## src/sv/periodic_task_tick_scheduler_core_defines.svh

```systemverilog
// Assertion macros shared by the scheduler modules
`ifndef PERIODIC_TASK_TICK_SCHEDULER_CORE_DEFINES_SVH
`define PERIODIC_TASK_TICK_SCHEDULER_CORE_DEFINES_SVH

// Check a consequence in the same cycle as its trigger
`define PTTS_ASSERT_NOW(lbl, ante, cons, msg) \
  lbl: assert property (@(posedge clk) disable iff (!rst_n) (ante) |-> (cons)) \
    else $error(msg);

// Check a consequence in the cycle after its trigger
`define PTTS_ASSERT_NEXT(lbl, ante, cons, msg) \
  lbl: assert property (@(posedge clk) disable iff (!rst_n) (ante) |=> (cons)) \
    else $error(msg);

`endif

```

## src/sv/ptts_pkg.sv

```systemverilog
// Types, constants and helpers of the periodic task tick scheduler
package ptts_pkg;

  localparam int NUM_SLOTS   = 8;
  localparam int MAX_RESULTS = 8;
  localparam int SLOT_W      = $clog2(NUM_SLOTS);
  localparam int CNT_W       = $clog2(MAX_RESULTS + 1);
  localparam int OP_W        = 3;
  localparam int IDX_W       = 8;
  localparam int PER_W       = 16;
  localparam int KIND_W      = 2;
  localparam int FSLOT_W     = 3;
  localparam int ERR_W       = 2;

  typedef enum logic [OP_W-1:0] {
    OP_TICK, OP_CREATE, OP_SUSPEND, OP_RESUME, OP_DELETE
  } opcode_t;

  typedef enum logic [1:0] {
    ST_EMPTY, ST_RUNNING, ST_SUSPENDED
  } status_t;

  typedef enum logic [KIND_W-1:0] {
    KIND_STATUS, KIND_FIRED, KIND_IDLE_TICK
  } kind_t;

  typedef enum logic [ERR_W-1:0] {
    ERR_OK, ERR_RANGE, ERR_OCCUPIED, ERR_NOTASK
  } err_t;

  typedef enum logic [1:0] {
    S_IDLE, S_CMD, S_WALK, S_FINISH
  } state_t;

  // Controller to datapath
  typedef struct packed {
    logic load;
    logic walk_start;
    logic walk_step;
    logic cmd_exec;
    logic finish_push;
  } ctrl_cmd_t;

  // Datapath to controller
  typedef struct packed {
    logic in_is_tick;
    logic in_is_cmd;
    logic step_push;
    logic slot_last;
    logic out_free;
  } dp_sts_t;

  // Low three bits of a slot number, zero extended for narrow tables
  function automatic logic [FSLOT_W-1:0] fired_bits(input logic [SLOT_W-1:0] s);
    logic [IDX_W-1:0] w;
    w = IDX_W'(s);
    return w[FSLOT_W-1:0];
  endfunction

endpackage

```

## src/sv/ptts_if.sv

```systemverilog
// Command and result channel interfaces of the scheduler
interface ptts_in_if import ptts_pkg::*; ();
  logic             valid;
  logic             ready;
  logic [OP_W-1:0]  opcode;
  logic [IDX_W-1:0] slot_index;
  logic [PER_W-1:0] period_ticks;

  modport source (output valid, output opcode, output slot_index, output period_ticks,
                  input ready);
  modport sink   (input valid, input opcode, input slot_index, input period_ticks,
                  output ready);
endinterface

interface ptts_out_if import ptts_pkg::*; ();
  logic               valid;
  logic               ready;
  logic [KIND_W-1:0]  kind;
  logic [FSLOT_W-1:0] fired_slot;
  logic [ERR_W-1:0]   error_code;
  logic               last;

  modport source (output valid, output kind, output fired_slot, output error_code,
                  output last, input ready);
  modport sink   (input valid, input kind, input fired_slot, input error_code,
                  input last, output ready);
endinterface

```

## src/sv/periodic_task_tick_scheduler_core.sv

```systemverilog
// Top level of the periodic task tick scheduler
//
//   channel   dir   handshake          payload
//   in_ch     in    valid / ready      opcode, slot_index, period_ticks
//   out_ch    out   valid / ready      kind, fired_slot, error_code, last
//
// A command is accepted, then executed into the result register once it is free.
// A tick is accepted, then walks the slots in order through the
// period/countdown memory (read one slot ahead, write back the current one),
// then gives the final result. Unknown opcodes are accepted and give no result.
// Reset clears every slot to empty; period and countdown are rewritten on create.
// A full result register stalls the walk only when a fire has to go out.
module periodic_task_tick_scheduler_core import ptts_pkg::*; (
  input logic         clk,
  input logic         rst_n,
  ptts_in_if.sink     in_ch,
  ptts_out_if.source  out_ch
);

  ctrl_cmd_t cmd;
  dp_sts_t   sts;

  ptts_ctrl u_ctrl (
    .clk      (clk),
    .rst_n    (rst_n),
    .in_valid (in_ch.valid),
    .in_ready (in_ch.ready),
    .sts      (sts),
    .cmd      (cmd)
  );

  ptts_dp u_dp (
    .clk             (clk),
    .rst_n           (rst_n),
    .cmd             (cmd),
    .sts             (sts),
    .in_opcode       (in_ch.opcode),
    .in_slot_index   (in_ch.slot_index),
    .in_period_ticks (in_ch.period_ticks),
    .out_valid       (out_ch.valid),
    .out_ready       (out_ch.ready),
    .out_kind        (out_ch.kind),
    .out_fired_slot  (out_ch.fired_slot),
    .out_error_code  (out_ch.error_code),
    .out_last        (out_ch.last)
  );

endmodule

```

## src/sv/ptts_ctrl.sv

```systemverilog
// Controller state machine of the scheduler
`include "periodic_task_tick_scheduler_core_defines.svh"

module ptts_ctrl import ptts_pkg::*; (
  input  logic       clk,
  input  logic       rst_n,
  input  logic       in_valid,
  output logic       in_ready,
  input  dp_sts_t    sts,
  output ctrl_cmd_t  cmd
);

  state_t state_r, state_nxt;

  // State register
  always_ff @(posedge clk) begin
    if (!rst_n) begin
      state_r <= S_IDLE;
    end else begin
      state_r <= state_nxt;
    end
  end

  // Next state and commands
  always_comb begin
    state_nxt = state_r;
    cmd       = '0;
    in_ready  = 1'b0;
    case (state_r)
      S_IDLE: begin
        in_ready = 1'b1;
        if (in_valid) begin
          cmd.load = 1'b1;
          if (sts.in_is_tick) begin
            cmd.walk_start = 1'b1;
            state_nxt      = S_WALK;
          end else if (sts.in_is_cmd) begin
            state_nxt = S_CMD;
          end
        end
      end
      S_CMD: begin
        if (sts.out_free) begin
          cmd.cmd_exec = 1'b1;
          state_nxt    = S_IDLE;
        end
      end
      S_WALK: begin
        // stall only when a pending fire must go out and the output is full
        if (!sts.step_push || sts.out_free) begin
          cmd.walk_step = 1'b1;
          if (sts.slot_last) begin
            state_nxt = S_FINISH;
          end
        end
      end
      S_FINISH: begin
        if (sts.out_free) begin
          cmd.finish_push = 1'b1;
          state_nxt       = S_IDLE;
        end
      end
      default: begin
        state_nxt = S_IDLE;
      end
    endcase
  end

  `PTTS_ASSERT_NEXT(a_walk_stall_holds, (state_r == S_WALK) && sts.step_push && !sts.out_free, state_r == S_WALK, "walk advanced while output blocked")
  `PTTS_ASSERT_NEXT(a_unknown_op_dropped, (state_r == S_IDLE) && in_valid && !sts.in_is_tick && !sts.in_is_cmd, state_r == S_IDLE, "unknown opcode left idle")
  `PTTS_ASSERT_NEXT(a_finish_to_idle, (state_r == S_FINISH) && sts.out_free, state_r == S_IDLE, "tick did not complete after final result")

endmodule

```

## src/sv/ptts_dp.sv

```systemverilog
// Datapath of the scheduler: slot table, walk pipeline and result register
`include "periodic_task_tick_scheduler_core_defines.svh"

module ptts_dp import ptts_pkg::*; (
  input  logic               clk,
  input  logic               rst_n,
  input  ctrl_cmd_t          cmd,
  output dp_sts_t            sts,
  input  logic [OP_W-1:0]    in_opcode,
  input  logic [IDX_W-1:0]   in_slot_index,
  input  logic [PER_W-1:0]   in_period_ticks,
  output logic               out_valid,
  input  logic               out_ready,
  output logic [KIND_W-1:0]  out_kind,
  output logic [FSLOT_W-1:0] out_fired_slot,
  output logic [ERR_W-1:0]   out_error_code,
  output logic               out_last
);

  // Latched command
  logic [OP_W-1:0]  op_r;
  logic [IDX_W-1:0] idx_r;
  logic [PER_W-1:0] per_r;

  // Slot table: status in flops, period and countdown in a memory
  status_t            status_r [NUM_SLOTS];
  logic [2*PER_W-1:0] mem [NUM_SLOTS];
  logic [2*PER_W-1:0] rd_r;

  // Walk state
  logic [SLOT_W-1:0] walk_idx_r;
  logic [CNT_W-1:0]  cnt_r;
  logic              pend_v_r;
  logic [SLOT_W-1:0] pend_slot_r;

  // Result register
  logic               out_valid_r;
  logic [KIND_W-1:0]  kind_r;
  logic [FSLOT_W-1:0] fslot_r;
  logic [ERR_W-1:0]   err_r;
  logic               last_r;

  logic               out_free;
  logic               rd_en;
  logic [SLOT_W-1:0]  rd_addr;
  logic               wr_en;
  logic [SLOT_W-1:0]  wr_addr;
  logic [2*PER_W-1:0] wr_data;
  logic               push;
  logic [KIND_W-1:0]  push_kind;
  logic [FSLOT_W-1:0] push_fslot;
  logic [ERR_W-1:0]   push_err;
  logic               push_last;

  status_t           cur_st;
  logic [PER_W-1:0]  cur_cd;
  logic [PER_W-1:0]  cur_per;
  logic              run, zero, due;
  logic              slot_last;

  logic              in_range;
  logic [SLOT_W-1:0] cmd_slot;
  status_t           sel_st;
  status_t           new_st;
  logic [ERR_W-1:0]  cmd_err;
  logic              cmd_mem_wr;
  logic              st_we;

  assign out_free  = !out_valid_r || out_ready;
  assign slot_last = (walk_idx_r == SLOT_W'(NUM_SLOTS - 1));

  // Classify the offered command
  assign sts.in_is_tick = (in_opcode == OP_TICK);
  assign sts.in_is_cmd  = (in_opcode != OP_TICK) && (in_opcode <= OP_DELETE);
  assign sts.slot_last  = slot_last;
  assign sts.out_free   = out_free;

  // Current walk slot
  assign cur_st  = status_r[walk_idx_r];
  assign cur_cd  = rd_r[PER_W-1:0];
  assign cur_per = rd_r[2*PER_W-1:PER_W];
  assign run     = (cur_st == ST_RUNNING);
  assign zero    = (cur_cd == '0);
  assign due     = run && zero && (cnt_r < CNT_W'(MAX_RESULTS));
  assign sts.step_push = due && pend_v_r;

  // Command decode against the addressed slot
  assign in_range = (idx_r < IDX_W'(NUM_SLOTS));
  assign cmd_slot = idx_r[SLOT_W-1:0];
  assign sel_st   = in_range ? status_r[cmd_slot] : ST_EMPTY;

  always_comb begin
    cmd_err    = ERR_OK;
    new_st     = sel_st;
    cmd_mem_wr = 1'b0;
    if (!in_range) begin
      cmd_err = ERR_RANGE;
    end else begin
      case (op_r)
        OP_CREATE: begin
          if (sel_st != ST_EMPTY) begin
            cmd_err = ERR_OCCUPIED;
          end else begin
            new_st     = ST_RUNNING;
            cmd_mem_wr = 1'b1;
          end
        end
        OP_SUSPEND: begin
          if (sel_st == ST_RUNNING) new_st = ST_SUSPENDED;
          else cmd_err = ERR_NOTASK;
        end
        OP_RESUME: begin
          if (sel_st == ST_SUSPENDED) new_st = ST_RUNNING;
          else cmd_err = ERR_NOTASK;
        end
        OP_DELETE: begin
          if (sel_st != ST_EMPTY) new_st = ST_EMPTY;
          else cmd_err = ERR_NOTASK;
        end
        default: begin
          cmd_err = ERR_OK;
        end
      endcase
    end
  end

  assign st_we = cmd.cmd_exec && in_range && (cmd_err == ERR_OK);

  // Memory read port: slot 0 at tick start, then one ahead of the walk
  assign rd_en   = cmd.walk_start || (cmd.walk_step && !slot_last);
  assign rd_addr = cmd.walk_start ? '0 : SLOT_W'(walk_idx_r + 1'b1);

  // Memory write port: create, or reload / decrement during the walk
  always_comb begin
    wr_en   = 1'b0;
    wr_addr = walk_idx_r;
    wr_data = {cur_per, cur_per};
    if (cmd.cmd_exec) begin
      wr_en   = cmd_mem_wr;
      wr_addr = cmd_slot;
      wr_data = {per_r, per_r};
    end else if (cmd.walk_step && run) begin
      if (!zero) begin
        wr_en   = 1'b1;
        wr_data = {cur_per, cur_cd - 1'b1};
      end else if (due) begin
        wr_en   = 1'b1;
      end
    end
  end

  always_ff @(posedge clk) begin
    if (wr_en) begin
      mem[wr_addr] <= wr_data;
    end
    if (rd_en) begin
      rd_r <= mem[rd_addr];
    end
  end

  // Select a result to transfer into the output register
  always_comb begin
    push       = 1'b0;
    push_kind  = KIND_STATUS;
    push_fslot = '0;
    push_err   = ERR_OK;
    push_last  = 1'b1;
    if (cmd.walk_step && sts.step_push) begin
      push       = 1'b1;
      push_kind  = KIND_FIRED;
      push_fslot = fired_bits(pend_slot_r);
      push_last  = 1'b0;
    end else if (cmd.finish_push) begin
      push = 1'b1;
      if (pend_v_r) begin
        push_kind  = KIND_FIRED;
        push_fslot = fired_bits(pend_slot_r);
      end else begin
        push_kind = KIND_IDLE_TICK;
      end
    end else if (cmd.cmd_exec) begin
      push     = 1'b1;
      push_err = cmd_err;
    end
  end

  // Control registers: status table, walk counters, output valid
  always_ff @(posedge clk) begin
    if (!rst_n) begin
      for (int i = 0; i < NUM_SLOTS; i++) begin
        status_r[i] <= ST_EMPTY;
      end
      walk_idx_r  <= '0;
      cnt_r       <= '0;
      pend_v_r    <= 1'b0;
      out_valid_r <= 1'b0;
    end else begin
      if (st_we) begin
        status_r[cmd_slot] <= new_st;
      end
      if (cmd.walk_start) begin
        walk_idx_r <= '0;
        cnt_r      <= '0;
        pend_v_r   <= 1'b0;
      end else if (cmd.walk_step) begin
        if (!slot_last) begin
          walk_idx_r <= SLOT_W'(walk_idx_r + 1'b1);
        end
        if (due) begin
          cnt_r    <= CNT_W'(cnt_r + 1'b1);
          pend_v_r <= 1'b1;
        end
      end
      if (push) begin
        out_valid_r <= 1'b1;
      end else if (out_ready) begin
        out_valid_r <= 1'b0;
      end
    end
  end

  // Payload registers
  always_ff @(posedge clk) begin
    if (cmd.load) begin
      op_r  <= in_opcode;
      idx_r <= in_slot_index;
      per_r <= in_period_ticks;
    end
    if (cmd.walk_step && due) begin
      pend_slot_r <= walk_idx_r;
    end
    if (push) begin
      kind_r  <= push_kind;
      fslot_r <= push_fslot;
      err_r   <= push_err;
      last_r  <= push_last;
    end
  end

  assign out_valid      = out_valid_r;
  assign out_kind       = kind_r;
  assign out_fired_slot = fslot_r;
  assign out_error_code = err_r;
  assign out_last       = last_r;

  `PTTS_ASSERT_NOW(a_fire_limit, 1'b1, cnt_r <= CNT_W'(MAX_RESULTS), "fire count above limit")
  `PTTS_ASSERT_NOW(a_push_into_free, push, !out_valid_r || out_ready, "result overwrote a waiting result")
  `PTTS_ASSERT_NEXT(a_walk_init, cmd.walk_start, (cnt_r == '0) && !pend_v_r && (walk_idx_r == '0), "walk state not cleared at tick start")

endmodule
```

## src/flat_wrapper.sv

```systemverilog
// flat-port wrapper written by rule: the top's interface ports become plain ports
module periodic_task_tick_scheduler_core_flat import ptts_pkg::*;
  (clk, rst_n, in_ch_valid, in_ch_opcode, in_ch_slot_index, in_ch_period_ticks, in_ch_ready, out_ch_valid, out_ch_kind, out_ch_fired_slot, out_ch_error_code, out_ch_last, out_ch_ready);
  ptts_in_if in_ch_i ();
  ptts_out_if out_ch_i ();
  input logic clk;
  input logic rst_n;
  input wire logic [$bits(in_ch_i.valid)-1:0] in_ch_valid;
  input wire logic [$bits(in_ch_i.opcode)-1:0] in_ch_opcode;
  input wire logic [$bits(in_ch_i.slot_index)-1:0] in_ch_slot_index;
  input wire logic [$bits(in_ch_i.period_ticks)-1:0] in_ch_period_ticks;
  output wire logic [$bits(in_ch_i.ready)-1:0] in_ch_ready;
  output wire logic [$bits(out_ch_i.valid)-1:0] out_ch_valid;
  output wire logic [$bits(out_ch_i.kind)-1:0] out_ch_kind;
  output wire logic [$bits(out_ch_i.fired_slot)-1:0] out_ch_fired_slot;
  output wire logic [$bits(out_ch_i.error_code)-1:0] out_ch_error_code;
  output wire logic [$bits(out_ch_i.last)-1:0] out_ch_last;
  input wire logic [$bits(out_ch_i.ready)-1:0] out_ch_ready;
  assign in_ch_i.valid = in_ch_valid;
  assign in_ch_i.opcode = in_ch_opcode;
  assign in_ch_i.slot_index = in_ch_slot_index;
  assign in_ch_i.period_ticks = in_ch_period_ticks;
  assign in_ch_ready = in_ch_i.ready;
  assign out_ch_valid = out_ch_i.valid;
  assign out_ch_kind = out_ch_i.kind;
  assign out_ch_fired_slot = out_ch_i.fired_slot;
  assign out_ch_error_code = out_ch_i.error_code;
  assign out_ch_last = out_ch_i.last;
  assign out_ch_i.ready = out_ch_ready;
  periodic_task_tick_scheduler_core u_core (.clk(clk), .rst_n(rst_n), .in_ch(in_ch_i), .out_ch(out_ch_i));
endmodule
```

## config.mk

```make
export PLATFORM = sky130hd
export DESIGN_NAME = periodic_task_tick_scheduler_core_flat
export DESIGN_NICKNAME = d
export VERILOG_FILES = /design/src/sv/ptts_pkg.sv /design/src/sv/ptts_if.sv /design/src/sv/periodic_task_tick_scheduler_core.sv /design/src/sv/ptts_ctrl.sv /design/src/sv/ptts_dp.sv /design/src/flat_wrapper.sv
export VERILOG_INCLUDE_DIRS = /design/src /design/src/sv
export SDC_FILE = /design/constraint.sdc
export NUM_CORES = 1
export LEC_CHECK = 0
export ABC_AREA = 1
export BUFFER_PORTS_ARGS = -buffer_cell sky130_fd_sc_hd__buf_2
export CAP_MARGIN = 0
export CORE_AREA = 2 2 168 170
export DETAILED_ROUTE_END_ITERATION = 12
export DIE_AREA = 0 0 170 172
export PLACE_DENSITY = 0.83
export SLEW_MARGIN = 0
export SYNTH_ARGS = -nofsm -noshare
export SYNTH_HDL_FRONTEND = slang
export SYNTH_SLANG_ARGS = --single-unit
```

## constraint.sdc

```tcl
create_clock -name clk -period 3.4 [get_ports clk]
set_input_delay 0.17 -clock clk [delete_from_list [all_inputs] [get_ports clk]]
set_output_delay 0.17 -clock clk [all_outputs]
set_load 0.01 [all_outputs]
```

==> results.md, run 1 <==
- TritonCTS clock tree: done
- Core box area: 27500 sq um
- Synth Area in Compound Gates: 0.0776
- Final worst-path cycle share: 0.929
- Number of core rows: 61
- DRC Markers: 0
- Mapped Nets: 1299
- Reg2Reg Depth: 10
- RSZ-0062 raised after global routing: no
- Crit path max fanout: 11
- Routed wire length: 34.9 mm
- CP Launch Type: flop
- Final Cell Area: 17300 sq um
- Area of the multi-input gates: 4140 sq um
- Adder-cell share of the synthesized area: 0.00328
- CP required: 3.64 ns
- IO buf count: 40
- Worst Hold End: u_core.u_dp.out_valid
- Overflow left after global routing: 0
- Synth unique cells: 38
- Maximum root-to-sink buffer count: 3
- Post-CTS Setup Inserts: 0
- Setup_tns: 0 ns
- TritonCTS Buffers: 36
- Layout cells sized above 1: 0.126
- Fmax: 316 MHz
- Hold path depth: 3
- 1st-pass router iterations: 6
- Share of the yosys chip area belonging to registers: 0.696
- Wire length per cell: 20.4 um
- Routed vias/inst: 6.00
- Synthesized cell area: 15200 sq um
- Worst skew pair latency: 0.53 ns
- Largest family of logic cells by synthesized area: simple AND/OR/NAND/NOR gates
- Setup Skew: 0.0264 ns
- Synth async-reset ratio: 0
- Post-DP HPWL: 20.2 mm
- Pin count of the biggest net entering global routing: 65
- Crit path kind: flop to flop
- Crit. End Element: flop
- Max-slew headroom: 0.395
- R2R Setup Slk: 0.24 ns
- Slew Viols, Final: 0
- Post-Syn Area per Cell: 12.1 sq um
- Post-synthesis mux area share: 0
- Outcome: finished, final reports clean
- CTS root buf: clkbuf_16
- Total GRT Usage: 0.242
- Worst Max-Slew Pin Slew: 0.898 ns
- Hold path start: rst_n
- Synth Flop Type: edfxtp_1
- Final-layout fill cell count: 1961
- Routability Congestion: 0.902
- H-tree Lvls: 2
- Dpl cell area: 16000 sq um
- Post-synth EDFFs: 342
- Final #Nets: 1374
- Worst vdd ir: 0.512 mV
- Final Hold Fails: 0
- Static Leakage: 6.18 nW
- Antenna Nets Post-Route: 0
- Worst r2r src: u_core.u_dp.rd_r[0]
- First-pass GRT wire length: 54.2 mm
- Die Ht: 172 um
- Area growth syn-to-layout: 13.6%
- Hold Crit Class: input port to flop
- Clock sink count: 359
- Initial antenna violation count: 1
- Post-synthesis xor/xnor area fraction: 0.00690
- Initial DRC count: 1210
- Die W: 170 um
- Fin crit period: 3.16 ns
- Synth Area in Simple Gates: 0.179
- ANT cells: 0
- DR vias: 10286
- Yosys reg bits: 359
- Vias in the first global route: 10316
- Maxcap violations: 0
- WP data arrival: 3.40 ns
- Warnings from Yosys: 0
- Mapped Cells: 1264
- Io pins: 41
- Critical R2R Capture: u_core.u_dp.mem[0][11]
- Die footprint: 29200 sq um
- Final setup fails: 0
- Clock transition at path regs: 0.06 ns
- Register area: 10600 sq um
- Starting Density: 0.555
- Power Density: 843 nW/um^2
- Post-CTS resize count: 0
[state kept, by name (all words and copies together), names as in the netlist, named ones only]
register / cells
u_core.u_dp.idx_r: 8
u_core.u_dp.pend_slot_r: 3
u_core.u_dp.out_fired_slot: 3
u_core.u_dp.out_valid: 1
u_core.u_dp.op_r: 3
u_core.u_dp.walk_idx_r: 3
u_core.u_dp.out_error_code: 2
u_core.u_dp.rd_r: 32
u_core.u_dp.mem: 256
u_core.u_dp.pend_v_r: 1
u_core.u_dp.cnt_r: 4
u_core.u_dp.per_r: 16
u_core.u_dp.out_last: 1
u_core.u_dp.status_r: 16
u_core.u_dp.out_kind: 2
u_core.u_ctrl.state_r: 2
[routing by layer]
layer  routed length (um)  global-route usage  up-vias
met4                  794              0.0892        0
met3                 3570              0.0545       73
li1                     -                   -     4645
met5                    0                   0        -
met2                17300               0.420      580
met1                13200               0.302     4988
[logic make-up (layout without fill, tap and decap cells)]
kind of cell,Yosys count,after routing
adders and majority gates,4,4
buffers and inverters,125,228
AOI/OAI and AO/OA,169,169
DFF,359,359
and+or+nand+nor,595,595
xor gates and xnor gates,12,12
[cells in the final DEF (no fill, tap or decap), types with 2 or more instances in the layout]
cell	count
nand3_1	67
or2_2	11
edfxtp_1	342
o211ai_1	67
or2_1	6
nand3b_1	3
nor3_4	2
o21ai_0	22
nand2_1	213
buf_12	8
nor2_8	2
a21oi_1	9
o21ai_1	5
o31ai_1	64
clkinv_2	6
xor2_1	9
ha_1	4
or2_0	51
clkbuf_16	37
nand2_4	2
inv_6	2
dlygate4sd3_1	27
nand3_2	13
clkbuf_1	7
nor3_1	16
buf_4	22
inv_1	58
nand4_1	4
nor2_2	3
nor2_4	10
dfxtp_1	17
inv_2	5
xnor2_1	3
clkinv_1	12
buf_2	40
nor2_1	189
[what timing repair did]
| item | CTS | global route |
|---|---|---|
| endpoints found under the hold margin | 30 | 0 |
| setup endpoints to repair | 0 | 0 |
| hold buffers | 27 | 0 |
[power breakdown]
part	switching (W)	total, W	internal, W
Sequential	0.000276	0.00642	0.00615
Clock	0.00162	0.00370	0.00208
Combinational	0.00316	0.00448	0.00132
Total	0.00506	0.0146	0.00954
[worst max path at each step]
stage	to	slack [ns]	depth (start not counted)	from
floorplan	u_core.u_dp.mem[0][0]	0.21	11	u_core.u_dp.out_valid
global placement	u_core.u_dp.mem[4][8]	0.52	10	u_core.u_dp.rd_r[0]
detailed placement	u_core.u_dp.mem[7][11]	0.42	10	u_core.u_dp.rd_r[0]
CTS	u_core.u_dp.mem[7][11]	0.35	10	u_core.u_dp.rd_r[0]
global route	u_core.u_dp.mem[7][11]	0.05	10	u_core.u_dp.rd_r[0]
finish	u_core.u_dp.mem[0][11]	0.24	10	u_core.u_dp.rd_r[0]
[cells in the mapped netlist (13+ instances only)]
cell type,number,area [sq um]
edfxtp_1,342,10300
nand3_1,67,335
nor2_1,197,739
o211ai_1,67,503
or2_0,51,319
nor3_1,16,80.1
o21ai_0,22,110
dfxtp_1,17,340
inv_1,58,218
nand3_2,13,130
nand2_1,213,800
clkbuf_1,13,48.8
buf_2,32,160
o31ai_1,64,480
[per-stage QoR]
| stage | power, W | worst slack [ns] | std cells | util | hold slack (ns) |
|---|---|---|---|---|---|
| 2_1_floorplan | 0.00948 | 0.207 | 1264 | - | 0.269 |
| 3_3_place_gp | 0.0106 | 0.522 | 1620 | 0.581 | 0.346 |
| 3_5_place_dp | 0.0108 | 0.418 | 1620 | 0.581 | 0.348 |
| 4_1_cts | 0.0145 | 0.346 | 1713 | 0.630 | 0.0324 |
| 5_1_grt | 0.0153 | 0.0547 | 1713 | 0.630 | 0.0600 |
| 6_report | 0.0146 | 0.240 | 1713 | 0.630 | 0.0523 |
[critical path: stages (launching register included)]
cell	delay, ns
edfxtp_1	0.38
inv_1	0.11
ha_1	0.23
nand4_1	0.20
nor2_2	0.25
nand3_2	0.17
nor2_2	0.18
nand3_1	0.15
nand3_2	0.28
inv_1	0.30
o211ai_1	0.63
[cell type report]
type,instances,share of cell area
timing repair buffer,97,0.0460
multi-input combinational,780,0.239
inverter,65,0.0143
sequential,359,0.613
clock buffer,44,0.0550
clock inverter,22,0.00773
tap,346,0.0250
Power figures use the tool's default switching activity.
==> inputs of run 2 (changes only) <==
--- a/config.mk
+++ b/config.mk
@@ -9,11 +9,12 @@
 export ABC_AREA = 1
 export BUFFER_PORTS_ARGS = -buffer_cell sky130_fd_sc_hd__buf_2
 export CAP_MARGIN = 0
-export CORE_AREA = 2 2 168 170
+export CORE_AREA = 2 2 167 169
 export DETAILED_ROUTE_END_ITERATION = 12
-export DIE_AREA = 0 0 170 172
+export DIE_AREA = 0 0 169 171
 export PLACE_DENSITY = 0.83
 export SLEW_MARGIN = 0
 export SYNTH_ARGS = -nofsm -noshare
 export SYNTH_HDL_FRONTEND = slang
+export SYNTH_HIERARCHICAL = 1
 export SYNTH_SLANG_ARGS = --single-unit
==> run 2 against run 1 <==
Worst setup slack got worse by 0.089 ns. Routed wire length decreased by 1.5%. First-iteration DRC count rose by 3.0%. Final cell count shrank 2.0%. Clock skew is essentially flat. Sequential power fell by 4.8%. Critical path depth up 9. Design area is 1.3% lower. Flip-flop and latch count unchanged. Count of clock-buffer cells in the layout is 1 higher. Hold slack worse by 0.0076 ns. Synthesized cell count is 2.8% lower. Critical path type unchanged.
==> results.md, run 2 <==
- Yosys reg bits: 359 (unchanged)
- Clock transition at path regs: 0.06 ns (about the same)
- Setup_tns: 0 ns (unchanged)
- TritonCTS clock tree: done
- Vias in the first global route: 9927 (-3.8%)
- CP Launch Type: flop
- Worst skew pair latency: 0.52 ns (about the same)
- Synth async-reset ratio: 0 (unchanged)
- First-pass GRT wire length: 52.8 mm (-2.6%)
- Max reg flops: 256 (unchanged)
- Starting Density: 0.546 (-0.00844)
- Static Leakage: 5.83 nW (-5.7%)
- Crit path max fanout: 32 (+21)
- Initial DRC count: 1246 (+3.0%)
- Core box area: 27300 sq um (-0.56%)
- Routed wire length: 34.4 mm (-1.5%)
- WP data arrival: 3.36 ns (-0.04 ns)
- Mapped Cells: 1229 (-2.8%)
- Die footprint: 28900 sq um (-1.2%)
- Hold path start: rst_n
- Worst r2r src: u_core/u_dp/rd_r[0]
- IO buf count: 40 (unchanged)
- Worst Max-Slew Pin Slew: 1.22 ns (+0.322 ns)
- H-tree Lvls: 2 (unchanged)
- Area of the multi-input gates: 3940 sq um (-5.0%)
- Maxcap violations: 0 (unchanged)
- Wire length per cell: 20.5 um (+0.57%)
- R2R Setup Slk: 0.15 ns (-0.09 ns)
- Crit. End Element: flop
- Mapped Nets: 1265 (-2.6%)
- Final-layout fill cell count: 1986 (+1.3%)
- Final #Nets: 1342 (-2.3%)
- Post-DP HPWL: 19.9 mm (-1.5%)
- Maximum root-to-sink buffer count: 3 (unchanged)
- Number of core rows: 61 (unchanged)
- Total GRT Usage: 0.238 (-0.00463)
- Count leader, synth: edfxtp_1
- Worst vdd ir: 0.458 mV (-11%)
- ANT cells: 0 (unchanged)
- Pin count of the biggest net entering global routing: 129 (+98%)
- Setup Skew: 0.0266 ns (+0.000248 ns)
- Die W: 169 um (-0.59%)
- Initial antenna violation count: 0 (-1)
- Library cell with the largest summed area after synthesis: edfxtp_1
- Top reg by flops: u_core/u_dp/mem
- Post-Syn Area per Cell: 12.1 sq um (+0.72%)
- DRC Markers: 0 (unchanged)
- Area growth syn-to-layout: 14.5%
- Routability Congestion: 0.911 (+0.92%)
- Synth unique cells: 48 (+26%)
- 1st-pass router iterations: 6 (unchanged)
- CP required: 3.51 ns (-0.13 ns)
- Power Density: 779 nW/um^2 (-7.6%)
- TritonCTS Buffers: 37 (+2.8%)
- Area share of the largest cell type after synthesis: 0.688 (+0.0142)
- Die Ht: 171 um (-0.58%)
- Fmax: 308 MHz (-2.7%)
- Commonest cells post-synth: edfxtp_1 (342), nor2_1 (268), nand2_1 (128), o21ai_0 (83), inv_1 (68)
- Slew Viols, Final: 0 (unchanged)
- Synth area leaders: edfxtp_1 (69%), nor2_1 (6.7%), nand2_1 (3.2%)
- Register area: 10600 sq um (about the same)
- Outcome: finished, final reports clean
- Layout cells sized above 1: 0.151 (+0.0251)
- Commonest non-fill, non-tap cells in the layout: edfxtp_1 (342), nor2_1 (255), nand2_1 (125), o21ai_0 (81), inv_1 (66)
- Final Hold Fails: 0 (unchanged)
- Share of the yosys chip area belonging to registers: 0.711 (+0.0147)
- Crit path kind: flop to flop
- Warnings from Yosys: 6 (+6)
- Overflow left after global routing: 0 (unchanged)
- Fin crit period: 3.25 ns (+0.0888 ns)
- Most common cell after layout, fill and taps aside: edfxtp_1
- Top Registers: u_core/u_dp/mem (256), u_core/u_dp/rd_r (32)
- Final setup fails: 0 (unchanged)
- Post-synth EDFFs: 342 (unchanged)
- Pre-CTS WS: -0.0352 ns (-0.453 ns)
- Routed vias/inst: 5.94 (-1.1%)
- RSZ-0062 raised after global routing: yes
- CP startpoint: u_core/u_dp/rd_r[0]
- Core Util, Final: 0.625 (-0.00500)
- Io pins: 41 (unchanged)
- Clock sink count: 359 (unchanged)
- Synth Flop Type: edfxtp_1
- Antenna Nets Post-Route: 0 (unchanged)
- Hold Crit Class: input port to flop
- Final setup margin: 0.151 ns (-0.0888 ns)
- DR vias: 9960 (-3.2%)
- Max-slew headroom: 0.185 (-0.210)
- CTS root buf: clkbuf_16
- Final Power: 0.0133 W (-8.8%)
- Synthesized cell area: 14900 sq um (-2.1%)
- Final worst-path cycle share: 0.956 (+0.0261)
-- run 2: cell types whose count changed in the layout (fill, tap and decap cells not counted), sizes merged, moves of 6 or more --
| cell | before | now |
|---|---|---|
| buf | 70 | 64 |
| o211ai | 67 | 36 |
| nand2 | 216 | 133 |
| o21ai | 27 | 87 |
| nand3 | 81 | 48 |
| o31ai | 64 | 0 |
| o32ai | 0 | 32 |
| xor2 | 9 | 3 |
| a31oi | 1 | 32 |
| nor2 | 204 | 278 |
| o21a | 0 | 6 |
| or2 | 68 | 33 |
-- run 2: area by class of cell --
type | instances | share of cell area
Clock buffer | 45 | 0.0572
Clock inverter | 20 | 0.00754
Inverter | 73 | 0.0164
Multi-Input combinational cell | 743 | 0.230
Sequential cell | 359 | 0.621
Tap cell | 346 | 0.0253
Timing Repair Buffer | 92 | 0.0418
-- run 2: per-stage QoR --
stage	hold slack, ns	area, sq um	std cells
6_report	0.0447	17100	1678
5_1_grt	0.0475	17100	1678
4_1_cts	0.0224	17000	1675
3_5_place_dp	0.348	15600	1582
3_3_place_gp	0.346	15600	1582
2_1_floorplan	0.269	14900	1229
-- run 2: per-layer routing --
metal	vias to the layer above	track usage	routed length, um
met5	-	0	0
met4	0	0.0821	846
met3	78	0.0412	2680
met2	469	0.407	17100
met1	4854	0.311	13800
li1	4559	-	-
-- run 2: where the power goes --
part / leakage (nW) / switching [W] / internal (W)
registers: 3.27 / 0.000208 / 0.00590
logic: 2.03 / 0.00252 / 0.000959
clock network: 0.537 / 0.00160 / 0.00212
total: 5.83 / 0.00433 / 0.00898
-- run 2: critical path, stage by stage (launching register included) --
cell      delay [ns]
edfxtp_1        0.36
inv_2           0.06
ha_4            0.17
nand3_4         0.09
nor2_2          0.05
nand3_2         0.10
nor2_4          0.04
nand3_1         0.06
nor2_1          0.04
inv_1           0.05
nor2_1          0.05
nor2_2          0.17
nand2_2         0.09
buf_6           0.13
nor2_4          0.10
nand2_4         0.07
inv_4           0.06
nor3_4          0.04
buf_12          0.17
nor2_4          0.91
-- run 2: timing repair --
action                                  CTS  global route
hold buffers                             28             0
endpoints found under the setup margin  128           264
cloned                                    0             2
pin swaps                                 0             5
hold endpoints to repair                 31             0
resized for setup                         3            11
buffers inserted                          0             1
-- run 2: kinds of logic after synthesis --
kind of cell               synth area share
DFF                                   0.711
buffers and inverters                0.0348
and+or+nand+nor                       0.153
adders and majority gates           0.00419
xor gates and xnor gates            0.00470
AOI/OAI and AO/OA                    0.0922
-- run 2: final timing paths --
check / depth (start not counted) / to
setup reg to reg: 19 / u_core/u_dp/mem[3][20]
hold reg to reg: 2 / u_core/u_dp/cnt_r[1]
hold / removal: 3 / u_core/u_ctrl/state_r[1]
setup / recovery: 19 / u_core/u_dp/mem[3][20]
